===== src/sv/trep_pkg.sv =====
// ----------------------------------------------------------------------------
// trep_pkg
// Shared widths and the job record passed from the row front end to the
// residual back end.
// ----------------------------------------------------------------------------
package trep_pkg;

    localparam int DW     = 32;           // data width of each Q.16 value (16..32)
    localparam int FW     = 32;           // field width on the stream bus
    localparam int FRAC   = 16;           // fraction bits
    localparam int SW     = 2 * DW + 3;   // exact residual sum width
    localparam int QDEPTH = 4;
    localparam int QAW    = $clog2(QDEPTH);

    // Residual A: row finished by the arrival of its successor.
    // Residual B: the last row itself.
    typedef struct packed {
        logic                 a_valid;
        logic                 b_valid;
        logic                 last;
        logic signed [DW-1:0] a_po;
        logic signed [DW-1:0] a_px;
        logic signed [DW:0]   a_dmu;
        logic signed [DW-1:0] a_cx;
        logic signed [DW-1:0] a_co;
        logic signed [DW-1:0] a_nx;
        logic signed [DW-1:0] b_po;
        logic signed [DW-1:0] b_px;
        logic signed [DW:0]   b_dmu;
        logic signed [DW-1:0] b_x;
    } job_t;

endpackage


===== src/sv/trep_front.sv =====
// ----------------------------------------------------------------------------
// trep_front
// Accepts matrix rows, keeps the three-row window and the eigenvalue, and
// issues residual jobs.
// ----------------------------------------------------------------------------
module trep_front (
    input  logic                  clk,
    input  logic                  rst_n,
    input  logic                  cfg_valid,
    output logic                  cfg_ready,
    input  logic [31:0]           cfg_data,
    input  logic                  s_tvalid,
    output logic                  s_tready,
    input  logic [95:0]           s_tdata,    // diag_value, offd_value, x_value
    input  logic                  s_tlast,    // last_row
    output trep_pkg::job_t        job,
    output logic                  job_valid,
    input  logic                  job_ready
);
    import trep_pkg::*;

    logic signed [DW-1:0] eig_reg;
    logic signed [DW-1:0] prev_x_reg;
    logic signed [DW-1:0] cur_x_reg;
    logic signed [DW-1:0] cur_diag_reg;
    logic signed [DW-1:0] prev_offd_reg;
    logic signed [DW-1:0] cur_offd_reg;
    logic                 pending_reg;

    logic signed [DW-1:0] d_in;
    logic signed [DW-1:0] o_in;
    logic signed [DW-1:0] x_in;
    logic                 accept;

    assign d_in      = s_tdata[DW-1:0];
    assign o_in      = s_tdata[FW+DW-1:FW];
    assign x_in      = s_tdata[2*FW+DW-1:2*FW];
    assign cfg_ready = 1'b1;
    assign s_tready  = job_ready;
    assign accept    = s_tvalid & job_ready;
    assign job_valid = accept & (pending_reg | s_tlast);

    always_comb
    begin
        job.a_valid = pending_reg;
        job.b_valid = s_tlast;
        job.last    = s_tlast;
        job.a_po    = prev_offd_reg;
        job.a_px    = prev_x_reg;
        job.a_dmu   = (DW+1)'(cur_diag_reg) - (DW+1)'(eig_reg);
        job.a_cx    = cur_x_reg;
        job.a_co    = cur_offd_reg;
        job.a_nx    = x_in;
        job.b_po    = pending_reg ? cur_offd_reg : '0;
        job.b_px    = pending_reg ? cur_x_reg : '0;
        job.b_dmu   = (DW+1)'(d_in) - (DW+1)'(eig_reg);
        job.b_x     = x_in;
    end

    always_ff @(posedge clk or negedge rst_n)
    begin
        if (!rst_n)
        begin
            eig_reg <= '0;
        end
        else if (cfg_valid)
        begin
            eig_reg <= cfg_data[DW-1:0];
        end
    end

    always_ff @(posedge clk or negedge rst_n)
    begin
        if (!rst_n)
        begin
            prev_x_reg    <= '0;
            cur_x_reg     <= '0;
            cur_diag_reg  <= '0;
            prev_offd_reg <= '0;
            cur_offd_reg  <= '0;
            pending_reg   <= 1'b0;
        end
        else if (accept)
        begin
            if (s_tlast)
            begin
                prev_x_reg    <= '0;
                cur_x_reg     <= '0;
                cur_diag_reg  <= '0;
                prev_offd_reg <= '0;
                cur_offd_reg  <= '0;
                pending_reg   <= 1'b0;
            end
            else
            begin
                prev_x_reg    <= pending_reg ? cur_x_reg : '0;
                prev_offd_reg <= pending_reg ? cur_offd_reg : '0;
                cur_x_reg     <= x_in;
                cur_diag_reg  <= d_in;
                cur_offd_reg  <= o_in;
                pending_reg   <= 1'b1;
            end
        end
    end

endmodule


===== config.mk =====
export PLATFORM = sky130hd
export DESIGN_NAME = trep_front
export DESIGN_NICKNAME = d
export VERILOG_FILES = /design/src/sv/trep_pkg.sv /design/src/sv/trep_front.sv
export SDC_FILE = /design/constraint.sdc
export NUM_CORES = 1
export LEC_CHECK = 0
export BUFFER_PORTS_ARGS = -buffer_cell sky130_fd_sc_hd__buf_2
export CAP_MARGIN = 0
export CORE_AREA = 10 10 171 173
export CTS_BUF_LIST = sky130_fd_sc_hd__clkbuf_8
export DETAILED_ROUTE_END_ITERATION = 8
export DIE_AREA = 0 0 181 183
export PLACE_DENSITY_LB_ADDON = 0.15
export SYNTH_ARGS = -nofsm -noshare
export SYNTH_HDL_FRONTEND = slang
export SYNTH_SLANG_ARGS = --single-unit
export TNS_END_PERCENT = 100

===== constraint.sdc =====
create_clock -name clk -period 4.3 [get_ports clk]
set_input_delay 0 -clock clk [delete_from_list [all_inputs] [get_ports clk]]
set_output_delay 0 -clock clk [all_outputs]
set_load 0.02 [all_outputs]

==> metrics.csv <==
metric,value,unit
status,completed,
final core occ,60.12,%
Highest Clock Rate,275.6,MHz
number of flops mapped to enable cells by yosys,0,
Synth Register Bits,193,
Reg area,0.004830,sq mm
WL per Instance,19.65,um
Critical Path Start Type,register,
Die Span Y,183,um
# rows,59,
CP Capture Type,primary output,
first-pass GRT wire length,65620,um
Clock Tree Buf Depth,2,
Final setup viols,0,
DRC,0,
antenna violations before repair,2,
DR iter-0 viols,963,
Initial Utilization,45.73,%
Setup TNS Final,0,ns
final hold violations,0,
period utilization,84.38,%
fillers,2282,
CTS root buf,clkbuf_8,
RSZ-0062 raised after global routing,false,
DRT Pass-1 Iters,4,
Ports,462,
core area,0.02576,sq mm
Final Instance Area,0.01549,sq mm
r2r endpoint,prev_x_reg[14],
vias in the first global route,11354,
"Clk Latency, worst-skew pair",0.48,ns
DR vias,11206,
Peak VDD IR,222.2,uV
asr flop ratio synth,100.0,%
die width,181,um
reg2reg setup slack,2.30,ns
proportion of layout cells with a drive suffix above 1,28.04,%
largest net degree at the start of global routing,260,
Die ar.,0.03312,sq mm
CTS tree,built,
yosys warns,0,
Cells after Synth,1326,
Static Leak,8.034,nW
post-synth cell types,56,
worst hold slack,0.1073,ns
dpl cell area,0.01379,sq mm
crit-path max FO,3,
slew margin rel.,27.68,%
register area share after synthesis,40.99,%
TritonCTS Buffers,17,
"Avg Cell Area, Syn",8.885,sq um
cts repair resizes,0,
worst r2r src,pending_reg,
Setup Crit Path Kind,reg -> out,
worst slew pin tran,1.085,ns
setup ws final,0.6719,ns
Worst Skew,0.01905,ns
area delta synth->final,31.47,%
Power Density,364.6,mW/mm^2
CP endpoint,job[249],
"Min Clock Period, post-route",3.628,ns
GRT Overall Usage,24.49,%
GR Overflow Total,0,
area of the multi-input gates,0.005963,sq mm
"Setup Fix Bufs, Post-CTS",0,
post-route ant nets,0,
post-placement worst setup slack,1.195,ns
CTS Sinks,193,
CP Launch Point,eig_reg[0],
clock transition at the registers of the reported paths,0.12,ns
Critical Path RT,4.30,ns
Mapped Area,0.01178,sq mm
Synth Flop Type,dfrtp_1,
htree depth,4,
fin. max-slew vios,0,
via/cell ratio,5.222,
crit path DAT,3.63,ns
GPL Wtd Cong,0.9122,
Hold Buf Count CTS,129,
worst r2r path cells,4,
Post-DP HPWL,31430,um
nets@finish,1996,
Mapped Nets,1526,
Port Buffers,460,
max_cap viols,0,
WL final,42180,um
Hold WC Path Type,in -> async,
Yosys cell counts (10+ instances only):
master,n,area share (%)
xnor2_1,34,2.5
nand2b_1,97,5.2
nor3_1,10,0.42
xor2_1,19,1.4
nand3_1,12,0.51
o21a_1,13,0.83
nand2_1,168,5.4
o21ai_0,163,6.9
a22o_1,64,4.8
a31oi_1,12,0.64
nand4_1,13,0.69
buf_4,69,4.4
clkbuf_1,65,2.1
a21oi_1,61,2.6
nor2_1,40,1.3
dfrtp_1,193,41
inv_1,52,1.7
a21o_1,17,1.1
ha_1,64,6.8
and2_1,66,3.5
where the power goes:
| group | total [W] | switching, W | internal, W | leakage (nW) |
|---|---|---|---|---|
| clock network | 0.00120 | 0.000762 | 0.000440 | 0.200 |
| logic | 0.00236 | 0.00151 | 0.000855 | 5.29 |
| registers | 0.00208 | 0.000121 | 0.00196 | 2.54 |
kinds of logic after synthesis:
family                   Yosys count  synth area share, %
AND/OR/NAND/NOR                  430                18.32
other                              1              0.03183
flip-flops                       193                40.99
XOR/XNOR                          53                3.940
AO/OA/AOI/OAI                    386                20.99
multiplexers                       1              0.09558
adder cells (fa/ha/maj)           66                7.137
buffers and inverters            196                8.496
worst min path at each step:
stage / slack, ns / end / cells after the start
6_report: 0.11 / eig_reg[4] / 2
2_1_floorplan: -0.30 / cur_diag_reg[0] / 0
3_3_place_gp: 0.11 / eig_reg[4] / 1
3_5_place_dp: 0.10 / eig_reg[4] / 1
5_1_grt: 0.15 / eig_reg[30] / 4
4_1_cts: 0.10 / eig_reg[28] / 4
metrics by stage:
stage	instances	total power, W
after floorplan	1326	0.003591
after global placement	1983	0.004363
final	2146	0.005646
after global routing	2145	0.005988
after CTS	2143	0.005685
after detailed placement	1983	0.004379
placed cells by master, fill, tap and decap left out, types with 40 or more instances in the layout:
cell type / n
o21ai_0: 163
inv_1: 52
dfrtp_1: 193
dlygate4sd3_1: 129
nand2_1: 167
a21oi_1: 61
a22o_1: 64
nor2_1: 40
buf_2: 459
nand2b_1: 97
ha_1: 64
and2_1: 66
critical path, cell delays in order, from the launching register on:
cell and delay (ns):
dfrtp_1 0.42, ha_1 0.24, fa_1 0.41, nor2b_1 0.18, o31ai_1 0.13, a21oi_1 0.24
nor3_1 0.13, o31ai_1 0.55, nand3_1 0.18, a21oi_1 0.22, xor2_1 0.24, buf_2 0.21
routing by layer:
| layer | GRT usage (%) | up-vias | wire, um |
|---|---|---|---|
| met5 | 0 | - | 0 |
| met4 | 7.582 | 0 | 918 |
| met3 | 5.256 | 42 | 2601 |
| met2 | 41.46 | 387 | 20780 |
| met1 | 30.77 | 5333 | 17880 |
| li1 | - | 5444 | - |
cell type report:
class	instances	share of cell area, %
clock inverters	14	1.082
flip-flops and latches	193	31.18
multi-input cells	937	38.50
clock buffers	17	1.511
well taps	335	2.706
repair buffers	595	23.71
diodes	3	0.04847
inverters	52	1.260
Note: power is estimated with default switching activity, not from simulation.
