--- config.mk ---
export PLATFORM = sky130hd
export DESIGN_NAME = trep_queue
export DESIGN_NICKNAME = d
export VERILOG_FILES = /design/src/sv/trep_pkg.sv /design/src/sv/trep_queue.sv
export SDC_FILE = /design/constraint.sdc
export NUM_CORES = 1
export LEC_CHECK = 0
export BUFFER_PORTS_ARGS = -buffer_cell sky130_fd_sc_hd__buf_4
export CORE_ASPECT_RATIO = 0.9
export CORE_MARGIN = 3
export CORE_UTILIZATION = 55
export CTS_BUF_LIST = sky130_fd_sc_hd__clkbuf_4 sky130_fd_sc_hd__clkbuf_8
export CTS_CLUSTER_DIAMETER = 40
export DETAILED_ROUTE_END_ITERATION = 6
export PLACE_DENSITY = 0.79
export SLEW_MARGIN = 5
export SYNTH_ARGS = -nofsm -noshare
export SYNTH_HDL_FRONTEND = slang
export SYNTH_SLANG_ARGS = --single-unit
--- constraint.sdc ---
create_clock -name clk -period 17.25 [get_ports clk]
set_clock_uncertainty 0.15 [all_clocks]
set_input_delay 4.3125 -clock clk [delete_from_list [all_inputs] [get_ports clk]]
set_output_delay 4.3125 -clock clk [all_outputs]
set_load 0.03 [all_outputs]
--- src/sv/trep_pkg.sv ---
// ----------------------------------------------------------------------------
// trep_pkg
// Shared widths and the job record passed from the row front end to the
// residual back end.
// ----------------------------------------------------------------------------
package trep_pkg;

    localparam int DW     = 32;           // data width of each Q.16 value (16..32)
    localparam int FW     = 32;           // field width on the stream bus
    localparam int FRAC   = 16;           // fraction bits
    localparam int SW     = 2 * DW + 3;   // exact residual sum width
    localparam int QDEPTH = 4;
    localparam int QAW    = $clog2(QDEPTH);

    // Residual A: row finished by the arrival of its successor.
    // Residual B: the last row itself.
    typedef struct packed {
        logic                 a_valid;
        logic                 b_valid;
        logic                 last;
        logic signed [DW-1:0] a_po;
        logic signed [DW-1:0] a_px;
        logic signed [DW:0]   a_dmu;
        logic signed [DW-1:0] a_cx;
        logic signed [DW-1:0] a_co;
        logic signed [DW-1:0] a_nx;
        logic signed [DW-1:0] b_po;
        logic signed [DW-1:0] b_px;
        logic signed [DW:0]   b_dmu;
        logic signed [DW-1:0] b_x;
    } job_t;

endpackage

--- src/sv/trep_queue.sv ---
// ----------------------------------------------------------------------------
// trep_queue
// Short job queue between the front end and the back end.
// ----------------------------------------------------------------------------
module trep_queue (
    input  logic           clk,
    input  logic           rst_n,
    input  trep_pkg::job_t push_job,
    input  logic           push_valid,
    output logic           push_ready,
    output trep_pkg::job_t pop_job,
    output logic           pop_valid,
    input  logic           pop_ready
);
    import trep_pkg::*;

    job_t           store_reg [QDEPTH];
    logic [QAW-1:0] wr_ptr_reg;
    logic [QAW-1:0] rd_ptr_reg;
    logic [QAW:0]   count_reg;
    logic           do_push;
    logic           do_pop;

    assign push_ready = (count_reg != (QAW+1)'(QDEPTH));
    assign pop_valid  = (count_reg != '0);
    assign pop_job    = store_reg[rd_ptr_reg];
    assign do_push    = push_valid & push_ready;
    assign do_pop     = pop_valid & pop_ready;

    always_ff @(posedge clk)
    begin
        if (do_push)
        begin
            store_reg[wr_ptr_reg] <= push_job;
        end
    end

    always_ff @(posedge clk or negedge rst_n)
    begin
        if (!rst_n)
        begin
            wr_ptr_reg <= '0;
            rd_ptr_reg <= '0;
            count_reg  <= '0;
        end
        else
        begin
            if (do_push)
            begin
                wr_ptr_reg <= wr_ptr_reg + 1'b1;
            end
            if (do_pop)
            begin
                rd_ptr_reg <= rd_ptr_reg + 1'b1;
            end
            if (do_push && !do_pop)
            begin
                count_reg <= count_reg + 1'b1;
            end
            else if (do_pop && !do_push)
            begin
                count_reg <= count_reg - 1'b1;
            end
        end
    end

endmodule

==> results of run 1 <==
-- final cells by class --
class / count / area, um^2 / area share [%]
diodes: 11 / 27.5 / 0.0482
clock buffers: 256 / 3140 / 5.51
clock inverters: 85 / 571 / 1.00
inverters: 3 / 11.3 / 0.0197
multi-input cells: 350 / 7550 / 13.2
flip-flops and latches: 1307 / 39200 / 68.7
well taps: 1133 / 1420 / 2.48
repair buffers: 675 / 5130 / 8.99
-- layout by cell type, fill, tap and decap left out --
cell and count:
xnor2_1 4, clkinvlp_4 5, nand3_1 1, bufinv_16 5, clkinv_2 15, clkbuf_8 195, nand2_1 2, clkinv_4 1
dfrtp_4 2, nor2_1 2, mux2_2 2, buf_4 670, fa_1 1, a21boi_1 1, clkinv_1 51, buf_12 5
or3_1 1, dfrtp_1 5, inv_1 3, diode_2 11, inv_12 3, and2_4 4, ha_1 5, inv_8 3
clkinv_8 1, xor2_1 2, edfxtp_1 1300, inv_6 1, mux4_2 325, clkbuf_4 61
-- power by group through the flow --
| stage | Clock (mW) | Combinational, mW | Sequential [mW] |
|---|---|---|---|
| after floorplan | 0 | 2.64 | 4.57 |
| after global placement | 0 | 3.92 | 4.41 |
| after detailed placement | 0 | 3.95 | 4.47 |
| after CTS | 2.44 | 3.97 | 4.41 |
| after global routing | 2.58 | 4.09 | 4.45 |
| final | 2.37 | 3.91 | 4.40 |
-- layer usage --
layer	vias up	track usage (%)	part of all wire (%)
met5	-	0	0.094
met4	14	8.64	3.4
met3	212	8.46	9.6
met2	911	35.6	51
met1	11306	27.2	36
li1	9196	-	-
-- worst max-delay path, stage by stage, from the launching register on --
cell and delay (ns):
dfrtp_4 0.96, buf_12 0.71, buf_4 0.92, mux4_2 0.65, buf_4 0.19
-- synthesized netlist by cell type (all sizes together) --
master  number
clkbuf      12
or3          1
fa           1
xnor2        4
inv          3
nand2        2
and2         4
mux4       325
dfrtp        7
nand3        1
mux2         2
xor2         2
buf         61
a21boi       1
nor2         2
edfxtp    1300
ha           5
-- logic make-up after synthesis --
kind of cell / share of synthesized area (%)
xor gates and xnor gates: 0.111
DFF: 83.1
AOI/OAI and AO/OA: 0.0159
buffers and inverters: 0.978
adders and majority gates: 0.175
muxes: 15.6
and+or+nand+nor: 0.109
-- how the worst min path moves through the flow --
stage	to	slack [ns]	cells after the start
2_1_floorplan	count_reg[2]	0.33	1
3_3_place_gp	count_reg[2]	0.35	1
3_5_place_dp	count_reg[2]	0.36	1
4_1_cts	count_reg[2]	0.37	1
5_1_grt	count_reg[2]	0.41	1
6_report	count_reg[2]	0.36	1
==> flow_metrics.env, run 1 <==
export IMPL_areaGrowthSynthToFinish_pct=20.9
export IMPL_power_switching_mw=3.69
export IMPL_numCtsBuffers=192
export IMPL_viasPerCell=5.66
export IMPL_required_ns=12.79
export IMPL_reg2reg_depth=5
export IMPL_clockPowerShare_pct=22.2
export IMPL_synthTopCellsByArea="edfxtp_1 83%, mux4_2 16%, buf_4 0.46%, dfrtp_1 0.37%, buf_2 0.25%"
export IMPL_dieArea_um2=89400
export IMPL_hp_class="flop to flop"
export IMPL_layout_min_cycle_time_ns=9.01
export IMPL_path_clk_slew_ns=0.06
export IMPL_drive_gt1_share_pct=48.5
export IMPL_largest_reg_flops=1300
export IMPL_synth_nets=2068
export IMPL_syn_area_per_cell_um2=27.2
export IMPL_hold_buffers=0
export IMPL_grt_pass1_wl_mm=146
export IMPL_worstSetupStartpointType="flop"
export IMPL_status="completed"
export IMPL_yosysTopAreaCell="edfxtp_1"
export IMPL_grt_pass1_vias=23237
export IMPL_ys_ff_latch=1307
export IMPL_ir_drop_mv=0.178
export IMPL_drt_iter0_markers=1601
export IMPL_worstPathMaxFanout=122
export IMPL_placed_area_um2=53300
export IMPL_whs_ns=0.362
export IMPL_fillers=5020
export IMPL_switching_share_pct=34.6
export IMPL_pre_cts_ws_ns=8.87
export IMPL_final_cell_area_um2=57100
export IMPL_finalWorstSetupSlack_ns=8.24
export IMPL_ys_warn_count=0
export IMPL_core_um2=84700
export IMPL_antenna_found_initial=18
export IMPL_ctsLongestPathBuffers=3
export IMPL_die_w_um=315
export IMPL_p_leak_nw=19.4
export IMPL_ff2ff_setup_slack_ns=12.77
export IMPL_port_buffers=655
export IMPL_num_rows=101
export IMPL_finalCritPeriodShare_pct=52.2
export IMPL_min_from="count_reg[2]"
export IMPL_track_usage_pct=22.1
export IMPL_timing_rr_end="store_reg[3][252]"
export IMPL_grt_start_max_net_pins=163
export IMPL_worstSetupPathType="flop to primary output"
export IMPL_max_freq_mhz=111
export IMPL_initial_core_util_pct=55.8
export IMPL_powerDensity_nw_per_um2=187
export IMPL_critPathLaunch="rd_ptr_reg[0]"
export IMPL_synth_seq_area_share_pct=83.1
export IMPL_first_pass_iters=5
export IMPL_post_cts_resized=0
export IMPL_num_io_pins=656
export IMPL_endpoint="pop_job[239]"
export IMPL_pwr_share_seq_pct=41.2
export IMPL_cts_root_buf="clkbuf_8"
export IMPL_p_total_mw=10.7
export IMPL_finalMaxSlewViolations=0
export IMPL_pwr_share_comb_pct=36.6
export IMPL_setup_tns_final_ns=0
export IMPL_finalHoldViolations=0
export IMPL_cts_tree="yes"
export IMPL_tightest_slew_ns=1.25
export IMPL_synth_cell_area_um2=47200
export IMPL_cts_setup_buffers=0
export IMPL_rsz0062_at_grt="no"
export IMPL_grt_ovfl_total=0
export IMPL_clkLatencyLatePin_ns=0.83
export IMPL_drv_cap=0
export IMPL_vias=21639
export IMPL_crit_reg2reg_launch="count_reg[0]"
export IMPL_wl_mm=97.6
export IMPL_cts_sink_count=1307
export IMPL_final_core_util_pct=67.4
export IMPL_htreeDepth=4
export IMPL_drc_errors=0
export IMPL_yosys_area_top_type_share_pct=82.7
export IMPL_cp_arrival_ns=4.55
export IMPL_cp_end_kind="primary output"
export IMPL_post_place_cells=3468
export IMPL_wl_per_cell_um=25.6
export IMPL_antenna_left=0
export IMPL_setup_viol=0
export IMPL_intPower_mw=6.99
export IMPL_synthCells=1733
export IMPL_nNetsFinal=2864
export IMPL_layout_cells_non_filler=3820
export IMPL_die_h_um=284
export IMPL_synth_cell_type_count=20
export IMPL_place_congestion=0.796
export IMPL_relSlewSlack_pct=16.5
export IMPL_hpwl_mm=60.8
(Power assumes the default switching activity.)
==> inputs of run 2 (changes only) <==
Clock period 17.25 ns to 9.35 ns, I/O delays scaled along.
==> run 2 against run 1 <==
Against the previous run:
- global-route usage shrank 0.27 points
- non-clock buffer count fell by 6
- core utilization up 0.072 points
- sequential share of layout area down 0.074 points
- cell area grew 0.11%
- worst setup slack got worse by 5.2 ns
- final cell count down 0.16%
- the flow now finishes with violations (design-rule violations)
- clock power rose by 85%
- total power up 85%
==> flow_metrics.env, run 2 (synthesis gave the netlist of run 1 again) <==
export IMPL_grt_start_max_net_pins=164
export IMPL_relSlewSlack_pct=12.1
export IMPL_viasPerCell=5.63
export IMPL_finalMaxSlewViolations=0
export IMPL_drt_iter0_markers=1873
export IMPL_numCtsBuffers=191
export IMPL_ctsLongestPathBuffers=3
export IMPL_powerDensity_nw_per_um2=345
export IMPL_die_w_um=315
export IMPL_ff2ff_setup_slack_ns=6.09
export IMPL_worstSetupStartpointType="flop"
export IMPL_rsz0062_at_grt="no"
export IMPL_cts_root_buf="clkbuf_8"
export IMPL_required_ns=6.86
export IMPL_placed_area_um2=53400
export IMPL_layout_min_cycle_time_ns=6.28
export IMPL_reg2reg_depth=4
export IMPL_cp_end_kind="primary output"
export IMPL_post_place_cells=3462
export IMPL_grt_pass1_vias=23089
export IMPL_hp_class="flop to flop"
export IMPL_nNetsFinal=2857
export IMPL_wl_per_cell_um=25.4
export IMPL_post_cts_resized=0
export IMPL_worstSetupPathType="flop to primary output"
export IMPL_ir_drop_mv=0.299
export IMPL_die_h_um=284
export IMPL_finalWorstSetupSlack_ns=3.07
export IMPL_grt_ovfl_total=0
export IMPL_layout_cells_non_filler=3814
export IMPL_areaGrowthSynthToFinish_pct=21.0
export IMPL_grt_pass1_wl_mm=144
export IMPL_p_leak_nw=19.4
export IMPL_track_usage_pct=21.8
export IMPL_cts_tree="yes"
export IMPL_port_buffers=655
export IMPL_drc_errors=2
export IMPL_antenna_found_initial=16
export IMPL_hpwl_mm=59.2
export IMPL_htreeDepth=4
export IMPL_wl_mm=96.8
export IMPL_first_pass_iters=7
export IMPL_cts_setup_buffers=0
export IMPL_tightest_slew_ns=1.32
export IMPL_drive_gt1_share_pct=48.7
export IMPL_cts_sink_count=1307
export IMPL_dieArea_um2=89400
export IMPL_p_total_mw=19.7
export IMPL_setup_viol=0
export IMPL_cp_arrival_ns=3.79
export IMPL_final_cell_area_um2=57100
export IMPL_num_rows=101
export IMPL_setup_tns_final_ns=0
export IMPL_most_common_layout_cells="1300 x edfxtp_1, 657 x buf_4, 325 x mux4_2"
export IMPL_num_io_pins=656
export IMPL_finalCritPeriodShare_pct=67.1
export IMPL_finalHoldViolations=0
export IMPL_place_congestion=0.769
export IMPL_worstPathMaxFanout=115
export IMPL_whs_ns=0.391
export IMPL_antenna_left=0
export IMPL_violations="design-rule violations"
export IMPL_initial_core_util_pct=55.8
export IMPL_drv_cap=0
export IMPL_clkLatencyLatePin_ns=0.81
export IMPL_core_um2=84700
export IMPL_path_clk_slew_ns=0.06
export IMPL_mostFrequentLayoutCell="edfxtp_1"
export IMPL_hold_buffers=0
export IMPL_final_core_util_pct=67.5
export IMPL_status="finished with violations"
export IMPL_pre_cts_ws_ns=3.88
export IMPL_max_freq_mhz=159
export IMPL_largest_reg_flops=1300
export IMPL_worstHoldPathCells=1
export IMPL_vias=21465
run 2: final timing paths:
| kind | from | endpoint |
|---|---|---|
| worst max-delay path | rd_ptr_reg[0] | pop_job[229] |
| worst min-delay path | count_reg[2] | count_reg[2] |
| worst max register to register | count_reg[0] | store_reg[1][101] |
| worst min register to register | count_reg[2] | count_reg[2] |
| max in group asynchronous | rst_n | rd_ptr_reg[1] |
| min in group asynchronous | rst_n | wr_ptr_reg[1] |
run 2: cell type report:
class / instances / area, um^2
flip-flops and latches: 1307 / 39200
repair buffers: 669 / 5170
clock buffers: 262 / 3190
fillers: 5012 / 27500
inverters: 3 / 11.3
diodes: 9 / 22.5
well taps: 1133 / 1420
clock inverters: 81 / 549
multi-input cells: 350 / 7550
run 2: report_power, final:
part	switching, mW	internal (mW)	total [mW]	leakage, nW
Sequential	0.357	7.76	8.12	12.0
Clock	2.06	2.33	4.39	1.97
Combinational	4.39	2.83	7.22	5.45
run 2: critical path, stage by stage (launching register included):
cell	delay (ns)
dfrtp_4	1.09
buf_12	0.69
mux4_2	0.66
buf_4	0.20
run 2: per-layer routing:
| layer | up-vias | track usage (%) | share of wire (%) |
|---|---|---|---|
| met5 | - | 0 | 0.12 |
| met2 | 908 | 35.0 | 51 |
| met1 | 11145 | 26.9 | 35 |
| li1 | 9197 | - | - |
| met4 | 16 | 8.91 | 3.5 |
| met3 | 199 | 8.33 | 11 |
